===== src/rtl/ipv4c_pkg.sv =====
// Shared types for the dotted-decimal IPv4 text classifier.
`default_nettype none
package ipv4c_pkg;

    localparam logic [7:0] CharZero = 8'h30;
    localparam logic [7:0] CharNine = 8'h39;
    localparam logic [7:0] CharDot  = 8'h2e;

    typedef struct packed {
        logic [7:0] ch;
        logic       last;
    } in_t;

    typedef struct packed {
        logic       valid_ipv4;
        logic       private_addr;
        logic       public_addr;
    } out_t;

    typedef struct packed {
        logic       well_formed;
        logic [7:0] octet0;
        logic [7:0] octet1;
        logic [7:0] octet2;
        logic [7:0] octet3;
        logic [3:1] single_digit;
    } snap_t;

endpackage
`default_nettype wire


===== src/rtl/ipv4_text_address_classifier.sv =====
// Top level of the dotted-decimal IPv4 text classifier.
// Takes one address character per transaction, with last set on the final character,
// and returns one result transaction per address (valid_ipv4, private_addr, public_addr)
// in the cycle after the final character is accepted. Throughput is one character per
// cycle: parser state is registered per accepted character and the result sits in an
// output register, so in_ready stays high unless a result is held by out_ready low.
// Private covers 10/8, 172.16/12, 192.168/16 and the exact text 127.0.0.1.
`default_nettype none
module ipv4_text_address_classifier (
    input  wire logic            clk,
    input  wire logic            rst_n,
    input  wire logic            in_valid,
    output logic                 in_ready,
    input  wire ipv4c_pkg::in_t  in_data,
    output logic                 out_valid,
    input  wire logic            out_ready,
    output ipv4c_pkg::out_t      out_data
);
    import ipv4c_pkg::*;

    logic  take;
    snap_t snap;
    out_t  flags;
    logic  out_valid_reg, out_valid_next;
    out_t  out_data_reg;

    assign in_ready = !out_valid_reg || out_ready;
    assign take     = in_valid && in_ready;

    ipv4c_scan u_scan (
        .clk     (clk),
        .rst_n   (rst_n),
        .take    (take),
        .in_item (in_data),
        .snap    (snap)
    );

    ipv4c_class u_class (
        .snap  (snap),
        .flags (flags)
    );

    always_comb
    begin
        out_valid_next = out_valid_reg && !out_ready;
        if (take && in_data.last)
        begin
            out_valid_next = 1'b1;
        end
    end

    always_ff @(posedge clk or negedge rst_n)
    begin
        if (!rst_n)
        begin
            out_valid_reg <= 1'b0;
        end
        else
        begin
            out_valid_reg <= out_valid_next;
        end
    end

    always_ff @(posedge clk)
    begin
        if (take && in_data.last)
        begin
            out_data_reg <= flags;
        end
    end

    assign out_valid = out_valid_reg;
    assign out_data  = out_data_reg;

endmodule
`default_nettype wire


===== src/rtl/ipv4c_scan.sv =====
// Per-character parser state: octet accumulation, dot counting and error tracking.
`default_nettype none
module ipv4c_scan (
    input  wire logic           clk,
    input  wire logic           rst_n,
    input  wire logic           take,
    input  wire ipv4c_pkg::in_t in_item,
    output ipv4c_pkg::snap_t    snap
);
    import ipv4c_pkg::*;

    logic [1:0]       field_index_reg, field_index_next, fi_upd;
    logic [1:0]       digit_count_reg, digit_count_next, dc_upd;
    logic [9:0]       octet_accum_reg, octet_accum_next, acc_upd;
    logic [3:0][7:0]  octet_values_reg, octet_values_next, oct_upd;
    logic [3:0]       marks_reg, marks_next, marks_upd;
    logic             error_seen_reg, error_seen_next, err_upd;
    logic             is_digit;
    logic             is_dot;
    logic [3:0]       digit_val;

    function automatic logic octet_ok(input logic [1:0] dc, input logic [9:0] acc);
        octet_ok = (dc != 2'd0) && !((dc == 2'd3) && ((acc < 10'd100) || (acc > 10'd255)));
    endfunction

    assign is_digit  = (in_item.ch >= CharZero) && (in_item.ch <= CharNine);
    assign is_dot    = (in_item.ch == CharDot);
    assign digit_val = 4'(in_item.ch - CharZero);

    always_comb
    begin
        fi_upd    = field_index_reg;
        dc_upd    = digit_count_reg;
        acc_upd   = octet_accum_reg;
        oct_upd   = octet_values_reg;
        marks_upd = marks_reg;
        err_upd   = error_seen_reg;
        if (!error_seen_reg)
        begin
            if (is_digit)
            begin
                if (digit_count_reg == 2'd3)
                begin
                    err_upd = 1'b1;
                end
                else
                begin
                    acc_upd = 10'((octet_accum_reg << 3) + (octet_accum_reg << 1)
                                  + {6'd0, digit_val});
                    dc_upd  = digit_count_reg + 2'd1;
                end
            end
            else if (is_dot)
            begin
                if ((field_index_reg == 2'd3) || !octet_ok(digit_count_reg, octet_accum_reg))
                begin
                    err_upd = 1'b1;
                end
                else
                begin
                    oct_upd[field_index_reg] = octet_accum_reg[7:0];
                    if (digit_count_reg == 2'd1)
                    begin
                        marks_upd[field_index_reg] = 1'b1;
                    end
                    dc_upd  = 2'd0;
                    acc_upd = 10'd0;
                    fi_upd  = field_index_reg + 2'd1;
                end
            end
            else
            begin
                err_upd = 1'b1;
            end
        end
    end

    always_comb
    begin
        snap.well_formed  = !err_upd && (fi_upd == 2'd3) && octet_ok(dc_upd, acc_upd);
        snap.octet0       = oct_upd[0];
        snap.octet1       = oct_upd[1];
        snap.octet2       = oct_upd[2];
        snap.octet3       = acc_upd[7:0];
        snap.single_digit = {dc_upd == 2'd1, marks_upd[2:1]};
    end

    always_comb
    begin
        if (in_item.last)
        begin
            field_index_next  = '0;
            digit_count_next  = '0;
            octet_accum_next  = '0;
            octet_values_next = '0;
            marks_next        = '0;
            error_seen_next   = 1'b0;
        end
        else
        begin
            field_index_next  = fi_upd;
            digit_count_next  = dc_upd;
            octet_accum_next  = acc_upd;
            octet_values_next = oct_upd;
            marks_next        = marks_upd;
            error_seen_next   = err_upd;
        end
    end

    always_ff @(posedge clk or negedge rst_n)
    begin
        if (!rst_n)
        begin
            field_index_reg  <= '0;
            digit_count_reg  <= '0;
            octet_accum_reg  <= '0;
            octet_values_reg <= '0;
            marks_reg        <= '0;
            error_seen_reg   <= 1'b0;
        end
        else if (take)
        begin
            field_index_reg  <= field_index_next;
            digit_count_reg  <= digit_count_next;
            octet_accum_reg  <= octet_accum_next;
            octet_values_reg <= octet_values_next;
            marks_reg        <= marks_next;
            error_seen_reg   <= error_seen_next;
        end
    end

endmodule
`default_nettype wire


===== src/rtl/ipv4c_class.sv =====
// Range classification of a completed address into valid, private and public flags.
`default_nettype none
module ipv4c_class (
    input  wire ipv4c_pkg::snap_t snap,
    output ipv4c_pkg::out_t       flags
);
    import ipv4c_pkg::*;

    logic priv;

    always_comb
    begin
        priv = 1'b0;
        if (snap.octet0 == 8'd10)
        begin
            priv = 1'b1;
        end
        else if ((snap.octet0 == 8'd172) && (snap.octet1 >= 8'd16) && (snap.octet1 <= 8'd31))
        begin
            priv = 1'b1;
        end
        else if ((snap.octet0 == 8'd192) && (snap.octet1 == 8'd168))
        begin
            priv = 1'b1;
        end
        else if ((snap.octet0 == 8'd127) && (snap.octet1 == 8'd0) && (snap.octet2 == 8'd0)
                 && (snap.octet3 == 8'd1) && (snap.single_digit == 3'b111))
        begin
            priv = 1'b1;
        end
        flags.valid_ipv4   = snap.well_formed;
        flags.private_addr = snap.well_formed && priv;
        flags.public_addr  = snap.well_formed && !priv;
    end

endmodule
`default_nettype wire


===== config.mk =====
export PLATFORM = sky130hd
export DESIGN_NAME = ipv4_text_address_classifier
export DESIGN_NICKNAME = d
export VERILOG_FILES = /design/src/rtl/ipv4c_pkg.sv /design/src/rtl/ipv4_text_address_classifier.sv /design/src/rtl/ipv4c_scan.sv /design/src/rtl/ipv4c_class.sv
export SDC_FILE = /design/constraint.sdc
export NUM_CORES = 1
export LEC_CHECK = 0
export BUFFER_PORTS_ARGS = -buffer_cell sky130_fd_sc_hd__buf_2
export CAP_MARGIN = 15
export CORE_UTILIZATION = 40
export DETAILED_ROUTE_END_ITERATION = 16
export GPL_ROUTABILITY_DRIVEN = 1
export GPL_TIMING_DRIVEN = 0
export HOLD_SLACK_MARGIN = 0.1
export SYNTH_ARGS = -nofsm -noshare
export SYNTH_HDL_FRONTEND = slang
export SYNTH_SLANG_ARGS = --single-unit
export TNS_END_PERCENT = 10

===== constraint.sdc =====
create_clock -name clk -period 4.3 [get_ports clk]
set_clock_uncertainty 0.05 [all_clocks]
set_input_delay 0.215 -clock clk [delete_from_list [all_inputs] [get_ports clk]]
set_output_delay 0.215 -clock clk [all_outputs]
set_load 0.005 [all_outputs]

[After elaboration in Yosys (flattened, before gate mapping)]
Cells that the tools add are included.
Word-level totals
  output and inout bits: 5
  flip-flop bits (word level): 55
  logic and storage cells: 130
  input port bits: 13
Operators by class
  reductions and logical operators: 39
  muxes and demuxes: 44
  equal/unequal tests: 17
  order comparisons: 10
  add/sub/neg operators: 5
  bitwise gates (word level): 1
Operator list (count)
  $mux W32: 5
  $mux W10: 6
  $bwmux W32: 1
  $eq A8 B8 Y1 const B: 3
  $mux W4: 6
  $mux W2: 11
  $gt A10 B8 Y1 const B: 2
  $logic_and A1 B1 Y1: 20
  $lt A10 B7 Y1 const B: 2
  $demux W8 S2: 1
  $logic_not A8 Y1: 2
  $mux W1: 12
  $add A10 B10 Y10: 1
  $add A10 B4 Y10: 1
  $eq A2 B2 Y1 const B: 4
  $eq A8 B1 Y1 const B: 1
  $eq A8 B4 Y1 const B: 1
  $eq A8 B6 Y1 const B: 1
  $eq A8 B7 Y1 const B: 1
  $ge A8 B5 Y1 const B: 1
  $ge A8 B6 Y1 const B: 1
  $le A8 B5 Y1 const B: 1
  $le A8 B6 Y1 const B: 1
  $mux W8: 1
  other kinds (14): 30

[Logic depth before layout (Yosys ltp)]
  word-level depth: 22
  mapped depth: 13
  mapped depth without buffers: 12

[Hierarchy]
A second synthesis with hierarchy kept.
Unflattened totals
  cell total of the unflattened synthesis: 353
  area, all modules: 3067.9 µm²
Modules (own cells, without submodules)
  ipv4c_scan: sequential area each 1026.0 µm², times used 1, area an instance 2707.6 µm², cells each 316
  ipv4c_class: sequential area each 0.0 µm², times used 1, area an instance 201.4 µm², cells each 28
  ipv4_text_address_classifier: sequential area each 115.1 µm², times used 1, area an instance 158.9 µm², cells each 9

[Worst setup path before layout]
OpenSTA, ideal clock, no wires.
  path type: reg2reg
  from: register u_scan.octet_accum_reg[2]
  to: register out_data_reg, in the netlist out_data[0] (data pin)
  arrival time: 3.527 ns
  period minus slack after synthesis: 3.834 ns
  buffers on the path: 1
  path slack: 0.466 ns
  library setup time: 0.256 ns
  stages on the path, launching flop included: 13
  data required time: 3.994 ns
  cell sequence: dfrtp_1 -> clkbuf_1 -> inv_1 -> fa_1 -> inv_1 -> fa_1 -> a21o_1 -> a21oi_1 -> xnor2_1 -> o22ai_1 -> or4b_1 -> or4_4 -> and4bb_1
RTL lines
  start: declaration: RTL line ipv4c_scan.sv:14  | logic [9:0] octet_accum_reg, octet_accum_next, acc_upd;
  start signal: assignment: RTL line ipv4c_scan.sv:125  | octet_accum_reg <= octet_accum_next;
  end signal: assignment: RTL line ipv4_text_address_classifier.sv:68  | out_data_reg <= flags;
  end: declaration: RTL line ipv4_text_address_classifier.sv:25  | out_t out_data_reg;

==> key figures <==
Pwr
  • Reported leakage power: around 0.0015 uW
  • Total power density per cell area: 244 nW/um^2
  • Worst vdd rail ir drop: roughly 0.15 mV
  • Post-route total power: 859 uW

Worst setup path
  • Delay-heaviest family, CP: simple AND/OR/NAND/NOR gates
  • Ordered list of cells on the worst path: buf_2, inv_1, fa_1, inv_1, fa_1, a21o_1, a21oi_1, xnor2_1, o22ai_1, or4b_1, or4_4, and4bb_1
  • Data arrival time of the critical path: 4.11 ns
  • Category of the worst setup path launch point: flop
  • Data required time of the worst path: 4.30 ns
  • Crit. End Element: flop
  • Highest cell delay on the worst timing path: approximately 0.55 ns
  • WS Path Type: reg2reg
  • Number of buffers and inverters on the critical path: 3
  • Highest fanout seen on the critical path: 10
  • Highest-delay cell along the critical path: sky130_fd_sc_hd__or4b_1

Floorplanning
  • DIE AREA: about 8400 um^2
  • Starting density of the core: 0.415
  • I/O pin count: 18
  • # rows: 32
  • Std-Cell Core Area: 7730 um^2
  • Floorplan die width: just over 90 um
  • Die Span Y: 91.5 um

Yosys
  • Asr flop ratio synth: 0.933
  • Share of synthesized area occupied by flip-flops and latches: 0.356
  • Flip-flop cell with the highest count after synthesis: sky130_fd_sc_hd__dfrtp_1
  • Syn_area_per_cell: 8.78 um^2
  • Count of state elements after synthesis: 45
  • Synthesized net count: 398
  • Cell variety after synth: 66
  • Warnings, synthesis: 0
  • Synthesized area: 3210 um^2
  • Synthesized netlist cell count: approximately 370
  • Post-synth EDFFs: 3

STA
  • Sum of negative setup slack: 0 ns
  • Count of final setup violators: 0
  • Transition time at the pin with the least slew margin: 0.967 ns
  • Final number of max-transition violations: 0
  • Final hold viol count: 0
  • Worst hold margin: 0.174 ns
  • Fin crit share: 0.956
  • Unrepaired setup endpoints after global routing: no
  • Maximum frequency from static timing analysis: about 0.24 GHz
  • Worst slew margin relative to its limit: 0.355
  • Minimum period implied by the final worst setup slack: 4.11 ns

Global routing
  • Via count of the first global-routing pass: 2733
  • Pin count of the biggest net entering global routing: 43
  • Total track usage: 0.220
  • Antenna violations before repair: 0
  • First-pass GRT wire length: 14.3 mm
  • Remaining Overflow, GRT: 0

Clock tree
  • Sinks on the clock net: 45
  • H-Tree Depth: 2
  • Clock tree root driver cell: sky130_fd_sc_hd__clkbuf_8
  • Clock tree from TritonCTS: built
  • CTS Buf Count: 5
  • Clock network latency to the later pin of the worst-skew pair: 0.30 ns
  • Max Root-Sink Buffers: 2
  • Clock transition at path regs: approximately 0.08 ns

Final layout
  • Number of cells in the finished layout apart from fillers: 492
  • Synthesis-to-finish area growth: 9.68%
  • Max reg flops: 24
  • Count of fill cells added during filler insertion: 755
  • Number of diodes added for antenna fixing: 0
  • Total Nets Final: 423
  • Share of post-route cells with drive strength above 1: 0.123

Placed design
  • Number of cells after detailed placement: just under 500
  • Final weighted congestion in routability-driven placement: ~0.86
  • Placed wire-length estimate: 6.39 mm
  • Count of buffers inserted at the top-level ports: 17

Min path
  • Worst Hold Class: in2reg

Detailed routing
  • Detailed-route vias per instance: between 5 and 6
  • Post-route ant nets: 0
  • Drt drc: 0
  • Detailed-router iteration count before antenna repair: 6
  • Initial DRC Count: 239
  • Total Wirelength: 8.73 mm
  • Number of vias in the routed layout: about 2900
  • Average detailed-routed wire length per instance: 17.7 um

Outcome
  • Result of the run: finished clean

Flow run
  • Number of maximum-capacitance violations: 0
## routing by layer
layer / global-route usage / routed length [um] / share of wire / vias to the layer above
li1: - / - / - / 1409
met1: 0.322 / 4210 / 0.48 / 1384
met2: 0.339 / 3830 / 0.44 / 125
met3: 0.0343 / 581 / 0.067 / 16
met4: 0.0529 / 106 / 0.012 / 0
met5: 0 / 0 / 0 / -
## cell type report
cell class | count | area, um^2 | share of cell area
Multi-Input combinational cell | 282 | 1870 | 0.533
Sequential cell | 45 | 1140 | 0.325
Buffer | 25 | 144 | 0.0409
Clock buffer | 7 | 86.3 | 0.0246
Inverter | 13 | 48.8 | 0.0139
Timing Repair Buffer | 18 | 95.1 | 0.0270
Tap cell | 102 | 128 | 0.0363
## stage by stage
| stage | util | setup slack (ns) | cell area [um^2] |
|---|---|---|---|
| after detailed placement | 0.442 | -0.0693 | 3420 |
| final | 0.455 | 0.191 | 3520 |
| after global placement | 0.442 | -0.0526 | 3420 |
| after floorplan | - | 0.466 | 3210 |
| after global routing | 0.455 | 0.0212 | 3520 |
| after CTS | 0.455 | 0.149 | 3520 |
## final timing paths
| kind | startpoint | end | slack (ns) | cells past startpoint |
|---|---|---|---|---|
| max reg2reg | u_scan.octet_accum_reg[2] | out_data[0] | 0.19 | 12 |
| min in group asynchronous | rst_n | u_scan.octet_accum_reg[8] | 0.55 | 2 |
| max in group asynchronous | rst_n | u_scan.octet_accum_reg[1] | 3.04 | 2 |
| min reg2reg | u_scan.octet_values_reg[19] | u_scan.octet_values_reg[19] | 0.46 | 2 |
| max | u_scan.octet_accum_reg[2] | out_data[0] | 0.19 | 12 |
| min | out_ready | out_valid | 0.17 | 3 |
## placed cells by master (no fill, tap or decap), drive strengths merged, types with 2 or more instances in the layout
cell    synthesis  layout
or4             2       2
a211oi          2       2
nand3          10      10
nor4            5       5
o41ai           2       2
nor3            6       6
mux2i           6       6
inv            13      13
xnor2           6       6
o21a            2       2
o21bai          2       2
nor2           24      24
nand4           9       9
o21ai          43      43
o22ai           9       9
a41oi           2       2
a32oi           2       2
nor2b           3       3
xor2            2       2
ha             18      18
nor4b           2       2
a22o            3       3
a22oi          23      23
fa              2       2
edfxtp          3       3
o31ai           2       2
and3            3       3
dfrtp          42      42
and4            2       2
nand2b          3       3
clkbuf         18      24
nand2          45      45
buf             7      25
a21oi          22      22
a21o            3       3
## Yosys cell counts, types with 2 or more instances
cell | count | area (um^2)
sky130_fd_sc_hd__and3_1 | 2 | 12.5
sky130_fd_sc_hd__buf_6 | 4 | 45.0
sky130_fd_sc_hd__o41ai_1 | 2 | 17.5
sky130_fd_sc_hd__nand3_2 | 2 | 20.0
sky130_fd_sc_hd__clkbuf_1 | 17 | 63.8
sky130_fd_sc_hd__nor4_1 | 5 | 31.3
sky130_fd_sc_hd__nand2b_1 | 3 | 18.8
sky130_fd_sc_hd__o31ai_1 | 2 | 15.0
sky130_fd_sc_hd__o21bai_1 | 2 | 15.0
sky130_fd_sc_hd__o22ai_1 | 9 | 56.3
sky130_fd_sc_hd__a22o_1 | 2 | 17.5
sky130_fd_sc_hd__nand4_1 | 8 | 50.1
sky130_fd_sc_hd__nand2_1 | 45 | 169
sky130_fd_sc_hd__a21o_1 | 2 | 15.0
sky130_fd_sc_hd__and4_1 | 2 | 17.5
sky130_fd_sc_hd__a21oi_1 | 20 | 100
sky130_fd_sc_hd__a21oi_2 | 2 | 17.5
sky130_fd_sc_hd__o21ai_0 | 42 | 210
sky130_fd_sc_hd__xor2_1 | 2 | 17.5
sky130_fd_sc_hd__mux2i_1 | 6 | 60.1
sky130_fd_sc_hd__a41oi_1 | 2 | 17.5
sky130_fd_sc_hd__edfxtp_1 | 3 | 90.1
sky130_fd_sc_hd__xnor2_1 | 6 | 52.6
sky130_fd_sc_hd__nor2b_1 | 3 | 18.8
sky130_fd_sc_hd__fa_1 | 2 | 40.0
sky130_fd_sc_hd__nor2_1 | 24 | 90.1
sky130_fd_sc_hd__buf_4 | 2 | 15.0
sky130_fd_sc_hd__nand3_1 | 8 | 40.0
sky130_fd_sc_hd__nor3_1 | 6 | 30.0
sky130_fd_sc_hd__a22oi_1 | 23 | 173
sky130_fd_sc_hd__dfrtp_1 | 42 | 1050
sky130_fd_sc_hd__a32oi_1 | 2 | 17.5
sky130_fd_sc_hd__inv_1 | 13 | 48.8
sky130_fd_sc_hd__ha_1 | 18 | 225
## logic make-up (layout without fill, tap and decap cells)
logic type / after synthesis / in the layout / share of synthesized area
and+or+nand+nor: 121 / 121 / 0.198
adders and majority gates: 20 / 20 / 0.0827
xor gates and xnor gates: 8 / 8 / 0.0219
muxes: 6 / 6 / 0.0187
DFF: 45 / 45 / 0.356
AOI/OAI and AO/OA: 127 / 127 / 0.263
buffers and inverters: 38 / 63 / 0.0597
## where the power goes
part / switching, uW / internal, uW
sequential: 13.8 / 440
clock: 139 / 128
combinational: 91.3 / 48.3
## tightest hold or removal path, cell delays in order
cell	delay, ns
sky130_fd_sc_hd__buf_2	0.07
sky130_fd_sc_hd__nand2b_1	0.14
sky130_fd_sc_hd__nand2_1	0.07
## repair_timing
item,4_1_cts,5_1_grt
hold endpoints to repair,42,0
setup buffers,0,0
hold buffers,1,0
resized for setup,1,1
cloned,0,0
setup endpoints to repair,2,1
Note: power is estimated with default switching activity, not from simulation.
